**src/rtl/core/p4nn_pkg.sv**
```systemverilog
// ----------------------------------------------------------------------------
// p4nn_pkg
// shared types and constants for the top-4 nearest patch search
// ----------------------------------------------------------------------------
`default_nettype none

package p4nn_pkg;

    localparam int PATCH_ROWS_DEF  = 8;
    localparam int KEEP_COUNT_DEF  = 4;
    localparam int INDEX_WIDTH_DEF = 24;

    localparam int LANES  = 8;
    localparam int PIX_W  = 8;
    localparam int SQ_W   = 16;
    localparam int DIST_W = 22;
    localparam int RANK_W = 2;
    localparam int OIDX_W = 24;

    localparam logic [DIST_W-1:0] DIST_MAX = {DIST_W{1'b1}};

    localparam logic [1:0] CMD_QUERY  = 2'd0;
    localparam logic [1:0] CMD_CAND   = 2'd1;
    localparam logic [1:0] CMD_FINISH = 2'd2;

    typedef struct packed {
        logic [1:0]       command;
        logic [PIX_W-1:0] pixel_0;
        logic [PIX_W-1:0] pixel_1;
        logic [PIX_W-1:0] pixel_2;
        logic [PIX_W-1:0] pixel_3;
        logic [PIX_W-1:0] pixel_4;
        logic [PIX_W-1:0] pixel_5;
        logic [PIX_W-1:0] pixel_6;
        logic [PIX_W-1:0] pixel_7;
    } t_req;

    typedef struct packed {
        logic              valid_res;
        logic [RANK_W-1:0] rank;
        logic [OIDX_W-1:0] candidate_index;
        logic [DIST_W-1:0] distance;
        logic              last;
    } t_rsp;

    typedef struct packed {
        logic ins;
        logic clr;
    } t_list_ctl;

endpackage

`default_nettype wire

```
**src/rtl/core/p4nn_lane.sv**
```systemverilog
// ----------------------------------------------------------------------------
// p4nn_lane
// one pixel lane: registered squared difference of query and candidate pixel
// ----------------------------------------------------------------------------
`default_nettype none

module p4nn_lane (
    input  wire logic                          i_clk,
    input  wire logic                          i_en,
    input  wire logic [p4nn_pkg::PIX_W-1:0]    i_q,
    input  wire logic [p4nn_pkg::PIX_W-1:0]    i_c,
    output logic      [p4nn_pkg::SQ_W-1:0]     o_sq
);

    localparam int PW = p4nn_pkg::PIX_W;
    localparam int SW = p4nn_pkg::SQ_W;

    logic signed [PW:0]     w_diff;
    logic signed [2*PW+1:0] w_prod;
    logic [SW-1:0]          r_sq;

    assign w_diff = $signed({1'b0, i_q}) - $signed({1'b0, i_c});
    assign w_prod = w_diff * w_diff;

    always_ff @(posedge i_clk) begin
        if (i_en) begin
            r_sq <= w_prod[SW-1:0];
        end
    end

    assign o_sq = r_sq;

endmodule

`default_nettype wire

```
**src/rtl/core/p4nn_list.sv**
```systemverilog
// ----------------------------------------------------------------------------
// p4nn_list
// sorted best-k list with parallel insert, ties keep older entry
// ----------------------------------------------------------------------------
`default_nettype none

module p4nn_list #(
    parameter int KEEP_COUNT = p4nn_pkg::KEEP_COUNT_DEF,
    parameter int IDX_W      = p4nn_pkg::INDEX_WIDTH_DEF
) (
    input  wire logic                                  i_clk,
    input  wire logic                                  i_rst_n,
    input  wire p4nn_pkg::t_list_ctl                   i_ctl,
    input  wire logic [p4nn_pkg::DIST_W-1:0]           i_dist,
    input  wire logic [IDX_W-1:0]                      i_idx,
    input  wire logic [((KEEP_COUNT > 1) ? $clog2(KEEP_COUNT) : 1)-1:0] i_rd,
    output logic      [$clog2(KEEP_COUNT+1)-1:0]       o_count,
    output logic      [p4nn_pkg::DIST_W-1:0]           o_rd_dist,
    output logic      [IDX_W-1:0]                      o_rd_idx
);

    localparam int DW    = p4nn_pkg::DIST_W;
    localparam int CNT_W = $clog2(KEEP_COUNT + 1);

    logic [DW-1:0]         r_dist [KEEP_COUNT];
    logic [IDX_W-1:0]      r_idx  [KEEP_COUNT];
    logic [CNT_W-1:0]      r_count;
    logic [KEEP_COUNT-1:0] w_le;

    // w_le is a thermometer: entries that stay ahead of the new one
    for (genvar k = 0; k < KEEP_COUNT; k++) begin : g_slot
        assign w_le[k] = (CNT_W'(k) < r_count) && (r_dist[k] <= i_dist);

        if (k == 0) begin : g_head
            always_ff @(posedge i_clk) begin
                if (i_ctl.ins && !w_le[0]) begin
                    r_dist[0] <= i_dist;
                    r_idx[0]  <= i_idx;
                end
            end
        end else begin : g_body
            always_ff @(posedge i_clk) begin
                if (i_ctl.ins && !w_le[k]) begin
                    if (w_le[k-1]) begin
                        r_dist[k] <= i_dist;
                        r_idx[k]  <= i_idx;
                    end else begin
                        r_dist[k] <= r_dist[k-1];
                        r_idx[k]  <= r_idx[k-1];
                    end
                end
            end
        end
    end

    always_ff @(posedge i_clk) begin
        if (!i_rst_n) begin
            r_count <= '0;
        end else if (i_ctl.clr) begin
            r_count <= '0;
        end else if (i_ctl.ins && (r_count < CNT_W'(KEEP_COUNT))) begin
            r_count <= r_count + 1'b1;
        end
    end

    assign o_count   = r_count;
    assign o_rd_dist = r_dist[i_rd];
    assign o_rd_idx  = r_idx[i_rd];

    a_count_bound : assert property (@(posedge i_clk) disable iff (!i_rst_n)
        r_count <= CNT_W'(KEEP_COUNT))
        else $error("list count beyond capacity");

    a_full_stays : assert property (@(posedge i_clk) disable iff (!i_rst_n)
        (i_ctl.ins && !i_ctl.clr && r_count == CNT_W'(KEEP_COUNT))
        |=> (r_count == CNT_W'(KEEP_COUNT)))
        else $error("full list lost an entry on insert");

endmodule

`default_nettype wire

```
**src/rtl/core/patch_top4_nearest_by_ssd_top.sv**
```systemverilog
// ----------------------------------------------------------------------------
// patch_top4_nearest_by_ssd_top
// top-4 nearest patch search by sum of squared differences
//
//   channel   valid     stall     payload   direction
//   request   i_valid   o_stall   i_req     in
//   result    o_valid   i_stall   o_rsp     out
//
// query load row: stored on acceptance; candidate row: 8 lanes, then sum stage,
// then the list insert stage on the row that completes a candidate
// finish: one result emitted per cycle, held back while i_stall holds
// one request in flight at a time, o_stall is high until it is done
// reset clears control and the list count at once, no clearing pass
// ----------------------------------------------------------------------------
`default_nettype none

module patch_top4_nearest_by_ssd_top #(
    parameter int PATCH_ROWS  = p4nn_pkg::PATCH_ROWS_DEF,
    parameter int KEEP_COUNT  = p4nn_pkg::KEEP_COUNT_DEF,
    parameter int INDEX_WIDTH = p4nn_pkg::INDEX_WIDTH_DEF
) (
    input  wire logic           i_clk,
    input  wire logic           i_rst_n,
    input  wire logic           i_valid,
    output logic                o_stall,
    input  wire p4nn_pkg::t_req i_req,
    output logic                o_valid,
    input  wire logic           i_stall,
    output p4nn_pkg::t_rsp      o_rsp
);

    localparam int LANES  = p4nn_pkg::LANES;
    localparam int PW     = p4nn_pkg::PIX_W;
    localparam int SW     = p4nn_pkg::SQ_W;
    localparam int DW     = p4nn_pkg::DIST_W;
    localparam int RANK_W = p4nn_pkg::RANK_W;
    localparam int OIDX_W = p4nn_pkg::OIDX_W;
    localparam int ROW_W  = (PATCH_ROWS > 1) ? $clog2(PATCH_ROWS) : 1;
    localparam int K_W    = (KEEP_COUNT > 1) ? $clog2(KEEP_COUNT) : 1;
    localparam int CNT_KW = $clog2(KEEP_COUNT + 1);
    localparam int CC_W   = INDEX_WIDTH + 1;
    localparam int TREE_W = SW + $clog2(LANES);

    typedef enum logic [3:0] {
        ST_IDLE = 4'b0001,
        ST_SUM  = 4'b0010,
        ST_INS  = 4'b0100,
        ST_EMIT = 4'b1000
    } t_state;

    t_state                    r_state;
    logic [ROW_W-1:0]          r_row;
    logic [DW-1:0]             r_run;
    logic [CC_W-1:0]           r_cnt;
    logic [K_W-1:0]            r_k;
    logic                      r_endrow;
    logic [DW-1:0]             r_cand_dist;
    logic [INDEX_WIDTH-1:0]    r_cand_idx;
    logic [LANES*PW-1:0]       r_query [PATCH_ROWS];

    logic                      w_acc;
    logic                      w_out_acc;
    logic                      w_lane_en;
    logic [ROW_W-1:0]          n_row;
    logic [LANES*PW-1:0]       w_qrow;
    logic [LANES*PW-1:0]       w_crow;
    logic [SW-1:0]             w_sq [LANES];
    logic [TREE_W-1:0]         w_tree;
    logic [DW:0]               w_full;
    logic [DW-1:0]             n_run;
    p4nn_pkg::t_list_ctl       w_ctl;
    logic [CNT_KW-1:0]         w_count;
    logic [DW-1:0]             w_rd_dist;
    logic [INDEX_WIDTH-1:0]    w_rd_idx;
    logic                      w_last;

    assign o_stall   = (r_state != ST_IDLE);
    assign o_valid   = (r_state == ST_EMIT);
    assign w_acc     = i_valid && (r_state == ST_IDLE);
    assign w_out_acc = o_valid && !i_stall;
    assign w_lane_en = w_acc && (i_req.command == p4nn_pkg::CMD_CAND);

    assign n_row  = (r_row == ROW_W'(PATCH_ROWS - 1)) ? '0 : r_row + 1'b1;
    assign w_qrow = r_query[r_row];
    assign w_crow = {i_req.pixel_7, i_req.pixel_6, i_req.pixel_5, i_req.pixel_4,
                     i_req.pixel_3, i_req.pixel_2, i_req.pixel_1, i_req.pixel_0};

    for (genvar j = 0; j < LANES; j++) begin : g_lane
        p4nn_lane u_lane (
            .i_clk (i_clk),
            .i_en  (w_lane_en),
            .i_q   (w_qrow[PW*j +: PW]),
            .i_c   (w_crow[PW*j +: PW]),
            .o_sq  (w_sq[j])
        );
    end

    // merge of the lane results into the running sum
    always_comb begin
        w_tree = '0;
        for (int j = 0; j < LANES; j++) begin
            w_tree = w_tree + TREE_W'(w_sq[j]);
        end
    end

    assign w_full = {1'b0, r_run} + (DW + 1)'(w_tree);
    assign n_run  = w_full[DW] ? p4nn_pkg::DIST_MAX : w_full[DW-1:0];

    always_ff @(posedge i_clk) begin
        if (w_acc && (i_req.command == p4nn_pkg::CMD_QUERY)) begin
            r_query[r_row] <= w_crow;
        end
    end

    always_ff @(posedge i_clk) begin
        if (r_state == ST_SUM) begin
            r_cand_dist <= n_run;
            r_cand_idx  <= r_cnt[INDEX_WIDTH-1:0];
        end
    end

    always_ff @(posedge i_clk) begin
        if (!i_rst_n) begin
            r_state  <= ST_IDLE;
            r_row    <= '0;
            r_run    <= '0;
            r_cnt    <= '0;
            r_k      <= '0;
            r_endrow <= 1'b0;
        end else begin
            case (r_state)
                ST_IDLE: begin
                    if (w_acc) begin
                        case (i_req.command)
                            p4nn_pkg::CMD_QUERY: begin
                                r_row <= n_row;
                            end
                            p4nn_pkg::CMD_CAND: begin
                                r_endrow <= (r_row == ROW_W'(PATCH_ROWS - 1));
                                r_row    <= n_row;
                                r_state  <= ST_SUM;
                            end
                            p4nn_pkg::CMD_FINISH: begin
                                r_row   <= '0;
                                r_run   <= '0;
                                r_cnt   <= '0;
                                r_k     <= '0;
                                r_state <= ST_EMIT;
                            end
                            default: begin
                            end
                        endcase
                    end
                end
                ST_SUM: begin
                    if (r_endrow) begin
                        r_run <= '0;
                        if (!r_cnt[INDEX_WIDTH]) begin
                            r_cnt   <= r_cnt + 1'b1;
                            r_state <= ST_INS;
                        end else begin
                            r_state <= ST_IDLE;
                        end
                    end else begin
                        r_run   <= n_run;
                        r_state <= ST_IDLE;
                    end
                end
                ST_INS: begin
                    r_state <= ST_IDLE;
                end
                ST_EMIT: begin
                    if (w_out_acc) begin
                        if (w_last) begin
                            r_k     <= '0;
                            r_state <= ST_IDLE;
                        end else begin
                            r_k <= r_k + 1'b1;
                        end
                    end
                end
                default: begin
                    r_state <= ST_IDLE;
                end
            endcase
        end
    end

    assign w_ctl.ins = (r_state == ST_INS);
    assign w_ctl.clr = w_out_acc && w_last;

    p4nn_list #(
        .KEEP_COUNT (KEEP_COUNT),
        .IDX_W      (INDEX_WIDTH)
    ) u_list (
        .i_clk     (i_clk),
        .i_rst_n   (i_rst_n),
        .i_ctl     (w_ctl),
        .i_dist    (r_cand_dist),
        .i_idx     (r_cand_idx),
        .i_rd      (r_k),
        .o_count   (w_count),
        .o_rd_dist (w_rd_dist),
        .o_rd_idx  (w_rd_idx)
    );

    assign w_last = (w_count == '0) || ((CNT_KW'(r_k) + 1'b1) == w_count);

    always_comb begin
        o_rsp = '0;
        o_rsp.last = w_last;
        if (w_count != '0) begin
            o_rsp.valid_res       = 1'b1;
            o_rsp.rank            = RANK_W'(r_k);
            o_rsp.candidate_index = OIDX_W'(w_rd_idx);
            o_rsp.distance        = w_rd_dist;
        end
    end

    a_emit_index : assert property (@(posedge i_clk) disable iff (!i_rst_n)
        (r_state == ST_EMIT) |->
        ((w_count == '0 && r_k == '0) || (CNT_KW'(r_k) < w_count)))
        else $error("emit index outside list");

    a_clear_after_last : assert property (@(posedge i_clk) disable iff (!i_rst_n)
        (w_out_acc && o_rsp.last) |=> (w_count == '0 && r_state == ST_IDLE))
        else $error("list not cleared after last result");

    a_mid_row_quiet : assert property (@(posedge i_clk) disable iff (!i_rst_n)
        (r_state == ST_SUM && !r_endrow) |=> (r_state == ST_IDLE))
        else $error("insert started on a row that does not end a candidate");

endmodule

`default_nettype wire

```
**config.mk**
```make
export PLATFORM = sky130hd
export DESIGN_NAME = patch_top4_nearest_by_ssd_top
export DESIGN_NICKNAME = d
export VERILOG_FILES = /design/src/rtl/core/p4nn_pkg.sv /design/src/rtl/core/p4nn_lane.sv /design/src/rtl/core/p4nn_list.sv /design/src/rtl/core/patch_top4_nearest_by_ssd_top.sv
export SDC_FILE = /design/constraint.sdc
export NUM_CORES = 2
export LEC_CHECK = 0
export ABC_CLOCK_PERIOD_IN_PS = 11150
export BUFFER_PORTS_ARGS = -buffer_cell sky130_fd_sc_hd__buf_2
export CORE_MARGIN = 10
export CORE_UTILIZATION = 50
export CTS_BUF_LIST = sky130_fd_sc_hd__clkbuf_8
export DETAILED_ROUTE_END_ITERATION = 6
export GPL_ROUTABILITY_DRIVEN = 0
export GPL_TIMING_DRIVEN = 1
export HOLD_SLACK_MARGIN = 0.03
export PLACE_DENSITY = 0.66
export SYNTH_ARGS = -nofsm -noshare
export SYNTH_HDL_FRONTEND = slang
export SYNTH_HIERARCHICAL = 1
export SYNTH_SLANG_ARGS = --single-unit
```
**constraint.sdc**
```tcl
create_clock -name i_clk -period 11.15 [get_ports i_clk]
set_input_delay 0 -clock i_clk [delete_from_list [all_inputs] [get_ports i_clk]]
set_output_delay 0 -clock i_clk [all_outputs]
set_load 0.01 [all_outputs]
```
* After elaboration in Yosys (flattened, before gate mapping)
Memories as Yosys holds them, arrays and structs flattened. A register that Yosys moved wholly into a read port is not among the register bits. Index checks and enable logic that the tools add are counted.
Word-level totals: register bits 234, bits in latches 0, bits in writable memories 696, bits in read-only memories 0, input bits 70, output and inout bits 52, logic and storage cells 176, memories kept 3
Operators by class: add/sub/neg operators 21, multipliers 8, div/mod/pow operators 0, $lt $le $gt $ge 9, eq/ne operators 16, shifts and indexed selects 0, muxes and demuxes 59, bitwise gates (word level) 7, reduce and logical (&&, ||, !) cells 35
Memories:
- r_query | depth 8, width 64, read ports 1, clocked after memory_dff 1, wr ports 1, line patch_top4_nearest_by_ssd_top.sv:59 | logic [LANES*PW-1:0] r_query [PATCH_ROWS];
- u_list.r_idx | depth 4, width 24, read ports 4, clocked after memory_dff 1, wr ports 4, line p4nn_list.sv:26 | logic [IDX_W-1:0] r_idx [KEEP_COUNT];
- u_list.r_dist | depth 4, width 22, read ports 5, clocked after memory_dff 1, wr ports 4, line p4nn_list.sv:25 | logic [DW-1:0] r_dist [KEEP_COUNT];
Operators by type and width (number):
- $mux 22 | 7
- $mul 9x9->16 | 8
- $mux 25 | 4
- $le 22x22->1 | 4
- $add 19x16->19 | 4
- $mux 24 | 3
- $sub 8x8->9 | 8
- $pmux 25 s2 | 1
- $mux 49 | 1
- $pmux 22 s2 | 1
- $add 25x1->25 const B | 1
- $add 22x19->23 | 1
- $mux 1 | 22
- $add 18x16->19 | 1
- $add 17x16->18 | 1
- $add 16x16->17 | 1
- $mux 2 | 8
- $mux 4 | 4
- $logic_and 1x1->1 | 14
- $mux 3 | 4
- $pmux 4 s3 | 1
- $reduce_and 4->1 | 3
- $reduce_and 3->1 | 3
- $pmux 4 s2 | 1
- 30 further kinds | 49

* Logic depth before layout (Yosys ltp)
depth in word-level cells 11, gate-level depth with buffers 30, depth with buffers taken out 28

* Hierarchy
The synthesis kept the hierarchy.
Modules (own cells, without submodules):
- patch_top4_nearest_by_ssd_top | instances 1, cells each 1580, area an instance 27440.1 µm², seq. area each 17957.2 µm²
- p4nn_lane at g_lane[0].u_lane ... | instances 4, cells each 332, area an instance 3149.3 µm², seq. area each 450.4 µm²
- p4nn_list | instances 1, cells each 671, area an instance 10924.2 µm², seq. area each 5585.4 µm²
- p4nn_lane at g_lane[7].u_lane | instances 1, cells each 324, area an instance 3150.5 µm², seq. area each 450.4 µm²
- p4nn_lane at g_lane[5].u_lane | instances 1, cells each 331, area an instance 3140.5 µm², seq. area each 450.4 µm²
- p4nn_lane at g_lane[2].u_lane | instances 1, cells each 328, area an instance 3129.3 µm², seq. area each 450.4 µm²
- p4nn_lane at g_lane[6].u_lane | instances 1, cells each 326, area an instance 3111.7 µm², seq. area each 450.4 µm²

* Worst setup path before layout
No wires, ideal clock.
kind register to register, start point register with a tool-made name, end point register g_lane[6].u_lane.r_sq[14] (data pin), setup time 0.258 ns, arrival 7.544 ns, required time 10.892 ns, setup slack 3.348 ns, stages on the path, launching flop included 28, buffers on the path 2, period minus slack after synthesis 7.802 ns, cell sequence dfxtp_1 -> clkbuf_1 -> buf_2 -> mux4_2 -> mux2_2 -> ha_1 -> and2_1 -> a311oi_1 -> o21ai_1 -> o31ai_4 -> xor2_1 -> nor2_1 -> fa_1 -> inv_1 -> fa_1 -> inv_1 -> fa_1 -> fa_1 -> inv_1 -> fa_1 -> inv_1 -> ha_1 -> nand2_1 -> o21ai_0 -> or4_1 -> a31o_2 -> a21oi_1 -> xnor2_1
RTL lines:
- end signal, assigned | line p4nn_lane.sv:27 | r_sq <= w_prod[SW-1:0];
- end, declared | line p4nn_lane.sv:20 | logic [SW-1:0] r_sq;

==> results.sh <==
export IMPL_run_status="complete, no violations"
export IMPL_ys_types=99
export IMPL_avgSynthCellArea_um2=12.99
export IMPL_maxCapViolCount=0
export IMPL_critical_path_max_fanout=32
export IMPL_synth_area_leaders="edfxtp_1 41%, fa_1 16%, ha_1 9.1%"
export IMPL_hp_class="in -> reg"
export IMPL_highest_layer="met4"
export IMPL_cts_root_buf="clkbuf_8"
export IMPL_gr_total_overflow=0
export IMPL_fin_nets=6284
export IMPL_ys_warnings_count=6
export IMPL_yosysMostFrequentCell="edfxtp_1"
export IMPL_dr_pass1_iters=5
export IMPL_period_minus_slack_ns=8.548
export IMPL_fin_crit_sh=0.7666
export IMPL_drt_initial_drc_count=2359
export IMPL_cts_tree="built"
export IMPL_wl_per_cell_um=19.69
export IMPL_start_kind="register"
export IMPL_htreeDepth=4
export IMPL_drive_above_1_share=0.1583
export IMPL_dr_wl_met3_um=6187
export IMPL_nFillCells=10424
export IMPL_dr_wl_met2_um=66590
export IMPL_synth_top_area_frac=0.4077
export IMPL_synth_fp_nets=5931
export IMPL_wirelength_um=138300
export IMPL_max_freq_mhz=117.0
export IMPL_io_pins=122
export IMPL_path_clk_slew_ns=0.06
export IMPL_rows=130
export IMPL_relSlewSlack=0.2816
export IMPL_cp_end_kind="register"
export IMPL_clock_sinks=925
export IMPL_yosys_top_cells_count="862 x edfxtp_1, 803 x inv_1, 511 x fa_1"
export IMPL_fin_worst_skew_ns=0.04519
export IMPL_path_class="reg -> reg"
export IMPL_post_dp_hpwl_um=99530
export IMPL_drv_slew=0
export IMPL_multiInputGateArea_mm2=0.03268
export IMPL_worstPathRequired_ns=11.76
export IMPL_viasPerCell=5.413
export IMPL_ys_seq_elements=925
export IMPL_hold_violations=0
export IMPL_crit_slowest_cell="dfxtp_4"
export IMPL_grt_max_degree=76
export IMPL_die_w_um=376.4
export IMPL_cts_setup_buffers=0
export IMPL_synth_main_ff_cell="edfxtp_1"
export IMPL_grt_first_pass_wirelength_um=223600
export IMPL_synth_top_area_cell="edfxtp_1"
export IMPL_rsz0062_at_grt="false"
export IMPL_seq_area_frac_synth=0.4275
export IMPL_vias=38009
export IMPL_synth_area_mm2=0.06349
export IMPL_tightest_slew_ns=1.073
export IMPL_register_area_mm2=0.02716
export IMPL_die_h_um=376.4
export IMPL_coreArea_mm2=0.1259
export IMPL_drc=0
export IMPL_portBuffers=121
export IMPL_setup_slack_ns=2.602
export IMPL_fin_setup_tns_ns=0
export IMPL_drtAntennaViolNets=0
export IMPL_cts_inserted_buffers=158
export IMPL_antenna_found_initial=2
export IMPL_areaGrowthSynthToFinish_pct=11.04
export IMPL_critical_path_arrival_ns=9.16
export IMPL_wl_met1_um=62320
export IMPL_grt_pass1_vias=40285
export IMPL_cts_buffer_depth=3
export IMPL_place_ws_ns=2.582
export IMPL_track_usage=0.1988
export IMPL_async_reset_ff_frac=0
export IMPL_syn_inst=4888
export IMPL_start_util=0.5043
export IMPL_setup_viol=0
export IMPL_fin_hold_ws_ns=0.1203
export IMPL_clk_latency_ns=0.87
export IMPL_max_stage_delay_ns=0.77
export IMPL_synth_edf_count=862
export IMPL_dieArea_mm2=0.1416
## critical path, delay by kind of cell (launching register included)
family,cells,cell delay [ns]
AOI/OAI and AO/OA,7,1.85
xor gates and xnor gates,1,0.16
adders and majority gates,8,3.11
buffers and inverters,6,1.10
DFF,1,0.77
muxes,2,0.86
and+or+nand+nor,3,0.43
## cells in the final DEF (no fill, tap or decap), types with 122 or more instances in the layout
cell type	n
edfxtp_1	862
nand2_1	212
mux4_2	174
dlygate4sd3_1	139
xnor2_1	177
mux2_2	122
ha_1	462
nor2_1	323
a21oi_1	140
inv_1	839
fa_1	511
clkbuf_8	158
## layer usage
metal,GRT usage,vias to the layer above
li1,-,17642
met1,0.2729,19303
met4,0.05323,0
met3,0.02991,199
met5,0,-
met2,0.3295,865
## cell families after synthesis
logic type / count (synthesis) / share of synthesized area
flops: 925 / 0.4275
xor+xnor: 237 / 0.03374
other cells: 8 / 0.0004730
compound gates: 503 / 0.05455
fa+ha+maj: 973 / 0.2522
simple gates: 906 / 0.06804
buf+inv: 948 / 0.05916
mux: 388 / 0.1043
## flip-flops by register name, summed over array words and instances (netlist names), named ones only
name                cells
r_k                     2
r_endrow                1
r_cand_dist            22
r_state                 4
u_list/o_count          3
r_cnt                  25
u_list/r_idx           96
r_run                  22
u_list/r_dist          88
r_cand_idx             24
r_row                   3
g_lane.u_lane/o_sq    120
r_query               512
## per-stage QoR
step | cell area [um2] | instances | utilization
after floorplan | 63490 | 4888 | -
after global placement | 65980 | 6592 | 0.5241
after detailed placement | 65980 | 6592 | 0.5241
after CTS | 70500 | 7020 | 0.5600
after global routing | 70500 | 7022 | 0.5600
final | 70500 | 7022 | 0.5600
## worst paths after layout
check / from / endpoint / slack (ns) / cells past startpoint
setup / recovery: register / g_lane[5].u_lane/o_sq[14]$_DFFE_PP_ / 2.60 / 27
setup reg to reg: register / g_lane[5].u_lane/o_sq[14]$_DFFE_PP_ / 2.60 / 27
hold / removal: i_req[23] / r_query[2][47]$_DFFE_PP_ / 0.12 / 2
hold reg to reg: r_cnt[14]$_SDFFE_PN0P_ / r_cand_idx[14]$_DFFE_PP_ / 0.46 / 0
## area by class of cell
type,instances,area share
Inverter,846,0.04504
Sequential cell,925,0.3853
Clock inverter,131,0.01354
Antenna cell,2,0.00007099
Tap cell,1650,0.02928
Multi-Input combinational cell,3015,0.4635
Clock buffer,158,0.03084
Timing Repair Buffer,295,0.03241
## timing repair
action	4_1_cts	5_1_grt
hold buffers	139	0
endpoints found under the hold margin	619	0
gates resized for setup	0	0
Power is left out: the tool's default activity adds up to more than one toggle a clock period on the data nets, which glitch-free logic cannot reach.
